## config.mk

```make
export PLATFORM = sky130hd
export DESIGN_NAME = multi_slot_oneshot_timer_unit_flat
export DESIGN_NICKNAME = d
export VERILOG_FILES = /design/src/hdl/mst_pkg.sv /design/src/hdl/mst_in_if.sv /design/src/hdl/mst_out_if.sv /design/src/hdl/mst_datapath.sv /design/src/hdl/mst_ctrl.sv /design/src/hdl/multi_slot_oneshot_timer_unit.sv /design/src/flat_wrapper.sv
export SDC_FILE = /design/constraint.sdc
export NUM_CORES = 1
export LEC_CHECK = 0
export ABC_AREA = 1
export BUFFER_PORTS_ARGS = -buffer_cell sky130_fd_sc_hd__buf_4
export CAP_MARGIN = 40
export CORE_MARGIN = 2
export CORE_UTILIZATION = 45
export DETAILED_ROUTE_END_ITERATION = 12
export PLACE_DENSITY_LB_ADDON = 0.1
export SLEW_MARGIN = 20
export SYNTH_ARGS = -nofsm -noshare
export SYNTH_HDL_FRONTEND = slang
export SYNTH_SLANG_ARGS = --single-unit
```

## constraint.sdc

```tcl
create_clock -name clk -period 3.9 [get_ports clk]
set_clock_uncertainty 0.15 [all_clocks]
set_input_delay 0.975 -clock clk [delete_from_list [all_inputs] [get_ports clk]]
set_output_delay 0.975 -clock clk [all_outputs]
set_load 0.005 [all_outputs]
```

## src/hdl/mst_pkg.sv

```systemverilog
// Shared constants, codes and controller/datapath interface types for the timer slot unit.
package mst_pkg;

  localparam int SLOTS_DEFAULT = 8;
  localparam int MAX_RESULTS   = 8;
  localparam int FUNC_W        = 2;
  localparam int SLOT_W        = 8;
  localparam int TASK_W        = 16;
  localparam int TIME_W        = 32;
  localparam int CNT_W         = $clog2(MAX_RESULTS + 1);

  // Operation codes carried in the func field
  localparam logic [FUNC_W-1:0] FUNC_SCHED  = 2'd0;
  localparam logic [FUNC_W-1:0] FUNC_CANCEL = 2'd1;
  localparam logic [FUNC_W-1:0] FUNC_TICK   = 2'd2;
  localparam logic [FUNC_W-1:0] FUNC_EXEC   = 2'd3;

  // Scan index control
  typedef enum logic [1:0] {
    IDX_HOLD,
    IDX_ZERO,
    IDX_SLOT,
    IDX_INC
  } idx_op_t;

  // Slot write-back kind
  typedef enum logic [2:0] {
    WR_NONE,
    WR_LOAD,
    WR_CANCEL,
    WR_TICK,
    WR_EXEC
  } wr_op_t;

  // Result word to load into the output register
  typedef enum logic [1:0] {
    EMIT_NONE,
    EMIT_FINAL,
    EMIT_MID,
    EMIT_LAST
  } emit_t;

  typedef struct packed {
    logic    take;
    idx_op_t idx_op;
    wr_op_t  wr_op;
    logic    tick_fin;
    emit_t   emit;
  } dp_cmd_t;

  typedef struct packed {
    logic [FUNC_W-1:0] func;
    logic              reject;
    logic              ticking;
    logic              out_free;
    logic              idx_last;
    logic              tgt_active;
    logic              match;
    logic              cur_ready;
    logic              pend_v;
    logic              cnt_last;
  } dp_stat_t;

endpackage

```

## src/hdl/mst_in_if.sv

```systemverilog
// Request channel: one operation word per handshake.
interface mst_in_if;
  logic                            valid;
  logic                            ready;
  logic [mst_pkg::FUNC_W-1:0]      func;
  logic [mst_pkg::SLOT_W-1:0]      slot;
  logic [mst_pkg::TASK_W-1:0]      task_id;
  logic [mst_pkg::TIME_W-1:0]      time_ms;

  modport source (output valid, output func, output slot, output task_id, output time_ms,
                  input ready);
  modport sink (input valid, input func, input slot, input task_id, input time_ms,
                output ready);
endinterface

```

## src/hdl/mst_out_if.sv

```systemverilog
// Result channel: one result word per handshake.
interface mst_out_if;
  logic                            valid;
  logic                            ready;
  logic                            status;
  logic [mst_pkg::SLOT_W-1:0]      slot_out;
  logic [mst_pkg::TASK_W-1:0]      ready_task;
  logic                            run_valid;
  logic                            last;
  logic                            running;

  modport source (output valid, output status, output slot_out, output ready_task,
                  output run_valid, output last, output running, input ready);
  modport sink (input valid, input status, input slot_out, input ready_task,
                input run_valid, input last, input running, output ready);
endinterface

```

## src/hdl/mst_datapath.sv

```systemverilog
// Datapath: slot memory, ready and valid flags, scan index, item latch and output register.
module mst_datapath #(
  parameter int SLOTS = mst_pkg::SLOTS_DEFAULT
) (
  input  logic                        clk,
  input  logic                        rst,
  input  mst_pkg::dp_cmd_t            cmd,
  output mst_pkg::dp_stat_t           stat,
  input  logic [mst_pkg::FUNC_W-1:0]  in_func,
  input  logic [mst_pkg::SLOT_W-1:0]  in_slot,
  input  logic [mst_pkg::TASK_W-1:0]  in_task_id,
  input  logic [mst_pkg::TIME_W-1:0]  in_time_ms,
  mst_out_if.source                   rsp
);

  localparam int AW = (SLOTS > 1) ? $clog2(SLOTS) : 1;

  typedef struct packed {
    logic [mst_pkg::TIME_W-1:0] tmo;
    logic [mst_pkg::TIME_W-1:0] ela;
    logic [mst_pkg::TASK_W-1:0] task_id;
  } slot_word_t;

  // Item latch
  logic [mst_pkg::FUNC_W-1:0] it_func;
  logic [mst_pkg::SLOT_W-1:0] it_slot;
  logic [mst_pkg::TASK_W-1:0] it_id;
  logic [mst_pkg::TIME_W-1:0] it_tms;

  // Slot state
  slot_word_t                 mem [SLOTS];
  slot_word_t                 rd_word;
  logic                       rd_vld;
  logic [SLOTS-1:0]           valid;
  logic [SLOTS-1:0]           ready;
  logic                       ticking;

  // Scan state
  logic [AW-1:0]              idx;
  logic                       found;
  logic                       active_seen;
  logic [mst_pkg::CNT_W-1:0]  nfound;
  logic                       pend_v;
  logic [AW-1:0]              pend_slot;
  logic [mst_pkg::TASK_W-1:0] pend_task;

  // Output register
  logic                       out_v;
  logic                       out_status;
  logic [mst_pkg::SLOT_W-1:0] out_slot;
  logic [mst_pkg::TASK_W-1:0] out_task;
  logic                       out_run;
  logic                       out_last;
  logic                       out_running;

  slot_word_t                 cur;
  logic                       cur_active;
  logic [mst_pkg::TIME_W-1:0] ela_inc;
  logic                       expire;
  logic                       reject;
  logic                       out_free;
  logic                       wr_en;
  slot_word_t                 wr_word;

  // Never-written slots read as zero
  assign cur        = rd_vld ? rd_word : '0;
  assign cur_active = (cur.tmo != '0);
  assign ela_inc    = cur.ela + mst_pkg::TIME_W'(1);
  assign expire     = (ela_inc >= cur.tmo);
  assign reject     = (it_slot >= mst_pkg::SLOT_W'(SLOTS));
  assign out_free   = !out_v || rsp.ready;

  always_comb begin
    stat.func       = it_func;
    stat.reject     = reject;
    stat.ticking    = ticking;
    stat.out_free   = out_free;
    stat.idx_last   = (idx == AW'(SLOTS - 1));
    stat.tgt_active = cur_active;
    stat.match      = (cur.task_id == it_id);
    stat.cur_ready  = ready[idx];
    stat.pend_v     = pend_v;
    stat.cnt_last   = (nfound == mst_pkg::CNT_W'(mst_pkg::MAX_RESULTS - 1));
  end

  // Latch the accepted word
  always_ff @(posedge clk) begin
    if (cmd.take) begin
      it_func <= in_func;
      it_slot <= in_slot;
      it_id   <= in_task_id;
      it_tms  <= in_time_ms;
    end
  end

  // Advance the scan index
  always_ff @(posedge clk) begin
    if (rst) begin
      idx <= '0;
    end else begin
      case (cmd.idx_op)
        mst_pkg::IDX_ZERO: idx <= '0;
        mst_pkg::IDX_SLOT: idx <= it_slot[AW-1:0];
        mst_pkg::IDX_INC:  idx <= idx + AW'(1);
        default:           idx <= idx;
      endcase
    end
  end

  // Build the write-back word for the slot under the index
  always_comb begin
    wr_en   = 1'b0;
    wr_word = cur;
    case (cmd.wr_op)
      mst_pkg::WR_LOAD: begin
        wr_en   = 1'b1;
        wr_word = '{tmo: it_tms, ela: '0, task_id: it_id};
      end
      mst_pkg::WR_CANCEL: begin
        wr_en       = 1'b1;
        wr_word.tmo = '0;
      end
      mst_pkg::WR_TICK: begin
        wr_en       = cur_active;
        wr_word.ela = ela_inc;
        if (expire) begin
          wr_word.tmo = '0;
        end
      end
      mst_pkg::WR_EXEC: begin
        wr_en       = 1'b1;
        wr_word.tmo = '0;
        wr_word.ela = '0;
      end
      default: begin
        wr_en = 1'b0;
      end
    endcase
  end

  // Slot memory: one write and one registered read at the index
  always_ff @(posedge clk) begin
    if (wr_en) begin
      mem[idx] <= wr_word;
    end
    rd_word <= mem[idx];
    rd_vld  <= valid[idx];
  end

  // Hold valid, ready and the tick enable
  always_ff @(posedge clk) begin
    if (rst) begin
      valid   <= '0;
      ready   <= '0;
      ticking <= 1'b0;
    end else begin
      if (wr_en) begin
        valid[idx] <= 1'b1;
      end
      case (cmd.wr_op)
        mst_pkg::WR_CANCEL: ready[idx] <= 1'b0;
        mst_pkg::WR_EXEC:   ready[idx] <= 1'b0;
        mst_pkg::WR_TICK: begin
          if (cur_active && expire) begin
            ready[idx] <= 1'b1;
          end
        end
        default: ;
      endcase
      if (cmd.wr_op == mst_pkg::WR_LOAD) begin
        ticking <= 1'b1;
      end else if (cmd.tick_fin) begin
        ticking <= active_seen || cur_active;
      end
    end
  end

  // Track scan results
  always_ff @(posedge clk) begin
    if (rst) begin
      found       <= 1'b0;
      active_seen <= 1'b0;
      nfound      <= '0;
      pend_v      <= 1'b0;
    end else if (cmd.take) begin
      found       <= 1'b0;
      active_seen <= 1'b0;
      nfound      <= '0;
      pend_v      <= 1'b0;
    end else begin
      if (cmd.wr_op == mst_pkg::WR_CANCEL) begin
        found <= 1'b1;
      end
      if (cmd.wr_op == mst_pkg::WR_TICK && cur_active) begin
        active_seen <= 1'b1;
      end
      if (cmd.wr_op == mst_pkg::WR_EXEC) begin
        nfound <= nfound + mst_pkg::CNT_W'(1);
        pend_v <= 1'b1;
      end
    end
  end

  // Hold the run waiting to be reported
  always_ff @(posedge clk) begin
    if (cmd.wr_op == mst_pkg::WR_EXEC) begin
      pend_slot <= idx;
      pend_task <= cur.task_id;
    end
  end

  // Output register: load on emit, drop when taken
  always_ff @(posedge clk) begin
    if (rst) begin
      out_v <= 1'b0;
    end else if (cmd.emit != mst_pkg::EMIT_NONE) begin
      out_v <= 1'b1;
    end else if (rsp.ready) begin
      out_v <= 1'b0;
    end
  end

  always_ff @(posedge clk) begin
    case (cmd.emit)
      mst_pkg::EMIT_FINAL: begin
        out_status  <= ((it_func == mst_pkg::FUNC_SCHED) && reject) ||
                       ((it_func == mst_pkg::FUNC_CANCEL) && !found);
        out_slot    <= ((it_func == mst_pkg::FUNC_SCHED) && !reject) ? it_slot : '0;
        out_task    <= '0;
        out_run     <= 1'b0;
        out_last    <= 1'b1;
        out_running <= ticking;
      end
      mst_pkg::EMIT_MID, mst_pkg::EMIT_LAST: begin
        out_status  <= 1'b0;
        out_slot    <= mst_pkg::SLOT_W'(pend_slot);
        out_task    <= pend_task;
        out_run     <= 1'b1;
        out_last    <= (cmd.emit == mst_pkg::EMIT_LAST);
        out_running <= ticking;
      end
      default: ;
    endcase
  end

  assign rsp.valid      = out_v;
  assign rsp.status     = out_status;
  assign rsp.slot_out   = out_slot;
  assign rsp.ready_task = out_task;
  assign rsp.run_valid  = out_run;
  assign rsp.last       = out_last;
  assign rsp.running    = out_running;

  a_cnt_bound: assert property (@(posedge clk) disable iff (rst)
    nfound <= mst_pkg::CNT_W'(mst_pkg::MAX_RESULTS))
    else $error("run count passed the per-word limit");

  a_load_on: assert property (@(posedge clk) disable iff (rst)
    (cmd.wr_op == mst_pkg::WR_LOAD) |=> ticking)
    else $error("schedule did not switch ticking on");

  a_tick_off: assert property (@(posedge clk) disable iff (rst)
    (cmd.tick_fin && !active_seen && !cur_active) |=> !ticking)
    else $error("tick with no active slot left ticking on");

endmodule

```

## src/hdl/mst_ctrl.sv

```systemverilog
// Controller: sequences schedule, cancel, tick and execute scans over the slots.
module mst_ctrl (
  input  logic              clk,
  input  logic              rst,
  input  logic              in_valid,
  output logic              in_ready,
  output mst_pkg::dp_cmd_t  cmd,
  input  mst_pkg::dp_stat_t stat
);

  localparam logic [3:0] S_IDLE  = 4'd0;
  localparam logic [3:0] S_START = 4'd1;
  localparam logic [3:0] S_SRD   = 4'd2;
  localparam logic [3:0] S_SEV   = 4'd3;
  localparam logic [3:0] S_CRD   = 4'd4;
  localparam logic [3:0] S_CEV   = 4'd5;
  localparam logic [3:0] S_LOAD  = 4'd6;
  localparam logic [3:0] S_TRD   = 4'd7;
  localparam logic [3:0] S_TEV   = 4'd8;
  localparam logic [3:0] S_XRD   = 4'd9;
  localparam logic [3:0] S_XEV   = 4'd10;
  localparam logic [3:0] S_XFIN  = 4'd11;
  localparam logic [3:0] S_EMIT  = 4'd12;

  logic [3:0] state;
  logic [3:0] state_next;

  assign in_ready = (state == S_IDLE);

  always_ff @(posedge clk) begin
    if (rst) begin
      state <= S_IDLE;
    end else begin
      state <= state_next;
    end
  end

  // Next state and datapath commands
  always_comb begin
    state_next   = state;
    cmd.take     = 1'b0;
    cmd.idx_op   = mst_pkg::IDX_HOLD;
    cmd.wr_op    = mst_pkg::WR_NONE;
    cmd.tick_fin = 1'b0;
    cmd.emit     = mst_pkg::EMIT_NONE;
    unique case (state)
      S_IDLE: begin
        if (in_valid) begin
          cmd.take   = 1'b1;
          state_next = S_START;
        end
      end
      S_START: begin
        unique case (stat.func)
          mst_pkg::FUNC_SCHED: begin
            if (stat.reject) begin
              state_next = S_EMIT;
            end else begin
              cmd.idx_op = mst_pkg::IDX_SLOT;
              state_next = S_SRD;
            end
          end
          mst_pkg::FUNC_CANCEL: begin
            cmd.idx_op = mst_pkg::IDX_ZERO;
            state_next = S_CRD;
          end
          mst_pkg::FUNC_TICK: begin
            if (stat.ticking) begin
              cmd.idx_op = mst_pkg::IDX_ZERO;
              state_next = S_TRD;
            end else begin
              state_next = S_EMIT;
            end
          end
          default: begin
            cmd.idx_op = mst_pkg::IDX_ZERO;
            state_next = S_XRD;
          end
        endcase
      end
      S_SRD: state_next = S_SEV;
      // Busy target: cancel the lowest holder of the id first
      S_SEV: begin
        if (stat.tgt_active) begin
          cmd.idx_op = mst_pkg::IDX_ZERO;
          state_next = S_CRD;
        end else begin
          state_next = S_LOAD;
        end
      end
      S_CRD: state_next = S_CEV;
      S_CEV: begin
        if (stat.match || stat.idx_last) begin
          if (stat.match) begin
            cmd.wr_op = mst_pkg::WR_CANCEL;
          end
          if (stat.func == mst_pkg::FUNC_SCHED) begin
            cmd.idx_op = mst_pkg::IDX_SLOT;
            state_next = S_LOAD;
          end else begin
            state_next = S_EMIT;
          end
        end else begin
          cmd.idx_op = mst_pkg::IDX_INC;
          state_next = S_CRD;
        end
      end
      S_LOAD: begin
        cmd.wr_op  = mst_pkg::WR_LOAD;
        state_next = S_EMIT;
      end
      S_TRD: state_next = S_TEV;
      S_TEV: begin
        cmd.wr_op = mst_pkg::WR_TICK;
        if (stat.idx_last) begin
          cmd.tick_fin = 1'b1;
          state_next   = S_EMIT;
        end else begin
          cmd.idx_op = mst_pkg::IDX_INC;
          state_next = S_TRD;
        end
      end
      S_XRD: state_next = S_XEV;
      // Report the previous run while taking the next one
      S_XEV: begin
        if (stat.cur_ready && stat.pend_v && !stat.out_free) begin
          state_next = S_XEV;
        end else begin
          if (stat.cur_ready) begin
            cmd.wr_op = mst_pkg::WR_EXEC;
            if (stat.pend_v) begin
              cmd.emit = mst_pkg::EMIT_MID;
            end
          end
          if (stat.idx_last || (stat.cur_ready && stat.cnt_last)) begin
            state_next = S_XFIN;
          end else begin
            cmd.idx_op = mst_pkg::IDX_INC;
            state_next = S_XRD;
          end
        end
      end
      S_XFIN: begin
        if (stat.out_free) begin
          cmd.emit   = stat.pend_v ? mst_pkg::EMIT_LAST : mst_pkg::EMIT_FINAL;
          state_next = S_IDLE;
        end
      end
      S_EMIT: begin
        if (stat.out_free) begin
          cmd.emit   = mst_pkg::EMIT_FINAL;
          state_next = S_IDLE;
        end
      end
      default: state_next = S_IDLE;
    endcase
  end

  a_take_start: assert property (@(posedge clk) disable iff (rst)
    (in_valid && in_ready) |=> (state == S_START))
    else $error("accepted word did not start an operation");

  a_no_overwrite: assert property (@(posedge clk) disable iff (rst)
    (cmd.emit != mst_pkg::EMIT_NONE) |-> stat.out_free)
    else $error("result word loaded over one not yet taken");

  a_idle_quiet: assert property (@(posedge clk) disable iff (rst)
    in_ready |-> (cmd.emit == mst_pkg::EMIT_NONE && cmd.wr_op == mst_pkg::WR_NONE))
    else $error("slot or output activity while idle");

endmodule

```

## src/hdl/multi_slot_oneshot_timer_unit.sv

```systemverilog
// Top level of the one-shot timer slot bank.
//
// Usage: operation words enter on req (valid/ready); result words leave on rsp
// (valid/ready). func selects schedule, cancel, tick or execute. Schedule,
// cancel and tick give one result word each; execute gives one word per ready
// slot, lowest slot first, at most eight, with last set on the final one (one
// empty word with last set when none is ready).
// Timing: one word is handled at a time; req.ready is high only while idle.
// Each slot visit is a memory read state followed by an evaluate state, since
// the single-port slot memory gives a registered read. A rejected schedule or a
// tick while off visits no slot; cancel, tick and execute scan from slot zero;
// a schedule into a busy slot first scans for the id to cancel.
// Reset clears all slots, the ready and valid flags, ticking and the output
// register; the block accepts words on the first cycle after reset.
// Stalls: a result word waits in the output register while rsp.ready is low;
// the scan holds until the register frees, so no word is lost.
module multi_slot_oneshot_timer_unit #(
  parameter int SLOTS = mst_pkg::SLOTS_DEFAULT
) (
  input logic       clk,
  input logic       rst,
  mst_in_if.sink    req,
  mst_out_if.source rsp
);

  mst_pkg::dp_cmd_t  cmd;
  mst_pkg::dp_stat_t stat;
  logic              in_ready;

  assign req.ready = in_ready;

  mst_ctrl u_ctrl (
    .clk      (clk),
    .rst      (rst),
    .in_valid (req.valid),
    .in_ready (in_ready),
    .cmd      (cmd),
    .stat     (stat)
  );

  mst_datapath #(
    .SLOTS (SLOTS)
  ) u_datapath (
    .clk        (clk),
    .rst        (rst),
    .cmd        (cmd),
    .stat       (stat),
    .in_func    (req.func),
    .in_slot    (req.slot),
    .in_task_id (req.task_id),
    .in_time_ms (req.time_ms),
    .rsp        (rsp)
  );

endmodule
```

## src/flat_wrapper.sv

```systemverilog
// flat-port wrapper written by rule: the top's interface ports become plain ports
module multi_slot_oneshot_timer_unit_flat 
#(
  parameter int SLOTS = mst_pkg::SLOTS_DEFAULT
)
  (clk, rst, req_valid, req_func, req_slot, req_task_id, req_time_ms, req_ready, rsp_valid, rsp_status, rsp_slot_out, rsp_ready_task, rsp_run_valid, rsp_last, rsp_running, rsp_ready);
  mst_in_if req_i ();
  mst_out_if rsp_i ();
  input logic clk;
  input logic rst;
  input wire logic [$bits(req_i.valid)-1:0] req_valid;
  input wire logic [$bits(req_i.func)-1:0] req_func;
  input wire logic [$bits(req_i.slot)-1:0] req_slot;
  input wire logic [$bits(req_i.task_id)-1:0] req_task_id;
  input wire logic [$bits(req_i.time_ms)-1:0] req_time_ms;
  output wire logic [$bits(req_i.ready)-1:0] req_ready;
  output wire logic [$bits(rsp_i.valid)-1:0] rsp_valid;
  output wire logic [$bits(rsp_i.status)-1:0] rsp_status;
  output wire logic [$bits(rsp_i.slot_out)-1:0] rsp_slot_out;
  output wire logic [$bits(rsp_i.ready_task)-1:0] rsp_ready_task;
  output wire logic [$bits(rsp_i.run_valid)-1:0] rsp_run_valid;
  output wire logic [$bits(rsp_i.last)-1:0] rsp_last;
  output wire logic [$bits(rsp_i.running)-1:0] rsp_running;
  input wire logic [$bits(rsp_i.ready)-1:0] rsp_ready;
  assign req_i.valid = req_valid;
  assign req_i.func = req_func;
  assign req_i.slot = req_slot;
  assign req_i.task_id = req_task_id;
  assign req_i.time_ms = req_time_ms;
  assign req_ready = req_i.ready;
  assign rsp_valid = rsp_i.valid;
  assign rsp_status = rsp_i.status;
  assign rsp_slot_out = rsp_i.slot_out;
  assign rsp_ready_task = rsp_i.ready_task;
  assign rsp_run_valid = rsp_i.run_valid;
  assign rsp_last = rsp_i.last;
  assign rsp_running = rsp_i.running;
  assign rsp_i.ready = rsp_ready;
  multi_slot_oneshot_timer_unit #(.SLOTS(SLOTS)) u_core (.clk(clk), .rst(rst), .req(req_i), .rsp(rsp_i));
endmodule
```

==> impl_metrics.ini <==
[yosys]
async_flop_share = 0
synth_seq_area_share = 0.7425
syn-cell-area_sq_um = 33180
synth_edf_count = 745
synth_cells = 2534
synth_ff_type = edfxtp_1
ys_types = 52
yosysWarnings = 0
ys_ff_latch = 858
avgSynthCellArea_sq_um = 13.09

[worst_setup_path]
arrival_ps = 4300
crit_fanout = 13
critPathKind = reg2reg
endpoint_kind = register
start_kind = register
critPathRequiredTime_ps = 4200

[global_route]
grt_util_all_layers = 0.2296
grt_max_degree = 84
antenna_found_initial = 0
grt-ovfl-total = 0
grt_pass1_wl_um = 129500
grt_pass1_vias = 20950

[status]
outcome = complete, but fails checks
violations = setup timing

[sta]
final_max_slew_viol_count = 0
worst_pin_slew_ps = 973.2
timing.fmax_mhz = 249.8
slew_headroom = 0.3444
rsz0062_at_grt = true
fin_crit_sh = 1.027
min_period_ps = 4003
final-hold-violation-count = 0
setup_viol = 256
finalSetupTns_ps = -12070
worst_slack_ps = -103.5

[power]
leakagePower_nw = 15.44
powerDensity_nw_per_um2 = 595.0
vdd_drop_max_uv = 360.1
total_power_w = 0.02409

[clock_tree]
cts_max_level = 3
clk_path_buf_depth = 3
clk_latency_ps = 650
cts_made_buffers = 90
clkTransAtPathRegs_ps = 60
clkSinkCount = 858
clock-root-buffer = clkbuf_16
cts_tree = done

[placement]
post_dp_cell_area_sq_um = 36300
portBuffers = 91
place_congestion = 0.9295
dpl.hpwl_um = 52250

[drt]
vias_per_cell = 5.457
final_antenna_net_count = 0
drtPass1Iterations = 6
drc_errors = 0
wire_per_inst_um = 22.64
vias = 21000
route.final.wire_length_um = 87140
drt-initial-drc-count = 1795

[die]
core-area_sq_um = 72960
die-area_sq_um = 75920
start_util = 0.4548
die_y_um = 275.5
num_rows = 99
ioPinCount = 92
dieWidth_um = 275.5

[worst_hold_path]
min_path_type = reg2reg

[finish]
nNetsFinal = 2916
area_growth_pct = 22.05
mostFrequentLayoutCells = edfxtp_1 (745), nand2_1 (487), buf_4 (240)
design_area_sq_um = 40490
final_common_cell = edfxtp_1
drive_gt1_frac = 0.2083
antenna_cells = 0

[job]
max-cap-violations = 0
-- metrics by stage --
stage | setup slack, ps | cells | util | hold slack, ps
final | -103.5 | 3849 | 0.5550 | 300.7
after global routing | -278.5 | 3849 | 0.5550 | 323.0
after CTS | -64.35 | 3827 | 0.5445 | 305.1
after detailed placement | -476.2 | 3654 | 0.4976 | 296.6
after global placement | -406.2 | 3651 | 0.4968 | 295.4
after floorplan | -28.96 | 2538 | - | 279.1
-- worst max-delay path, stage by stage (launching register included) --
cell and delay, ps:
dfxtp_4 400, buf_4 140, clkbuf_16 140, nand2_2 70, buf_6 140, nor3_4 170, nand2_1 100, nor3_1 170
nand4_1 160, xor2_1 240, inv_1 100, ha_1 310, nand3_2 90, inv_1 40, nand2_1 60, o211ai_1 90
a21oi_1 170, nand3_1 150, o21ai_2 220, clkinv_4 190, buf_12 230, o21ai_4 240
-- area by class of cell --
type	count	area, sq um
Timing Repair Buffer	286	2551
Tap cell	959	1200
Sequential cell	858	24640
Multi-Input combinational cell	1326	8071
Clock buffer	120	2466
Clock inverter	48	596.8
Fill cell	5915	32460
Inverter	252	970.9
-- cell usage after synthesis, types with 2 or more instances --
cell type | n | area (sq um)
nor3_1 | 12 | 60.06
nand3b_1 | 3 | 22.52
o22ai_1 | 27 | 168.9
nor2_1 | 122 | 457.9
dfxtp_1 | 113 | 2262
xor2_1 | 13 | 113.9
a21boi_0 | 3 | 22.52
nand2_2 | 7 | 43.79
o21ai_0 | 119 | 595.6
clkbuf_1 | 81 | 304.0
nor4_1 | 2 | 12.51
inv_1 | 246 | 923.4
nand3_2 | 5 | 50.05
a22o_1 | 22 | 192.7
nand2_1 | 508 | 1907
o21ai_1 | 3 | 15.01
nand3_1 | 100 | 500.5
buf_4 | 3 | 22.52
edfxtp_1 | 745 | 22370
buf_6 | 6 | 67.56
o211ai_1 | 2 | 15.01
nor3_2 | 5 | 50.05
xnor2_1 | 3 | 26.28
nor2_4 | 2 | 22.52
o31ai_1 | 5 | 37.54
nor2_2 | 5 | 31.28
or2_2 | 4 | 25.02
nand4_1 | 52 | 325.3
a22oi_1 | 119 | 893.4
o311ai_0 | 2 | 17.52
a21oi_1 | 45 | 225.2
buf_2 | 5 | 25.02
inv_2 | 5 | 18.77
ha_1 | 40 | 500.5
a221oi_1 | 78 | 683.2
buf_1 | 6 | 22.52
-- registers in the layout, summed over array words and instances, names as in the netlist, 2 cells and up, named ones only --
name                              count
u_core.u_datapath.it_tms             32
u_core.u_datapath.it_id              16
u_core.u_datapath.rd_word            80
u_core.u_datapath.valid               8
u_core.u_datapath.pend_task          16
u_core.u_datapath.it_func             2
u_core.u_ctrl.state                   4
u_core.u_datapath.nfound              4
u_core.u_datapath.mem               640
u_core.u_datapath.pend_slot           3
u_core.u_datapath.rsp.slot_out        8
u_core.u_datapath.it_slot             8
u_core.u_datapath.rsp.ready_task     16
u_core.u_datapath.idx                 3
-- power by group --
part | internal (W) | switching, W | total [W] | leakage [nW]
Clock | 0.00527 | 0.00353 | 0.00879 | 1.50
Sequential | 0.0109 | 0.000431 | 0.0113 | 8.11
Combinational | 0.00130 | 0.00267 | 0.00397 | 5.83
-- repair_timing --
action,in CTS,in global routing
gates resized for setup,69,130
setup endpoints to repair,280,698
gates cloned,1,1
hold buffers,0,0
pin swaps,15,31
buffers inserted,4,12
-- cells by family after synthesis --
| logic type | count (synthesis) | synth area share |
|---|---|---|
| compound gates | 432 | 0.08817 |
| xor+xnor | 16 | 0.004224 |
| fa+ha+maj | 40 | 0.01508 |
| buf+inv | 354 | 0.04227 |
| flops | 858 | 0.7425 |
| other cells | 1 | 0.0001130 |
| simple gates | 833 | 0.1077 |
-- routing by layer --
layer | routed length, um | track usage | up-vias
li1 | - | - | 9772
met1 | 38090 | 0.3090 | 10480
met2 | 42460 | 0.3873 | 614
met3 | 4287 | 0.03193 | 139
met4 | 2292 | 0.07155 | 0
met5 | 0 | 0 | -
-- worst paths after layout --
kind | depth (start not counted) | startpoint | end | slack, ps
setup / recovery | 21 | u_core.u_datapath.rd_vld$_DFF_P_ | u_core.u_datapath.mem[4][75]$_DFFE_PP_ | -100
hold / removal | 2 | register | register | 300
setup reg to reg | 21 | u_core.u_datapath.rd_vld$_DFF_P_ | u_core.u_datapath.mem[4][75]$_DFFE_PP_ | -100
hold reg to reg | 2 | register | register | 300
Note: power is estimated with default switching activity, not from simulation.
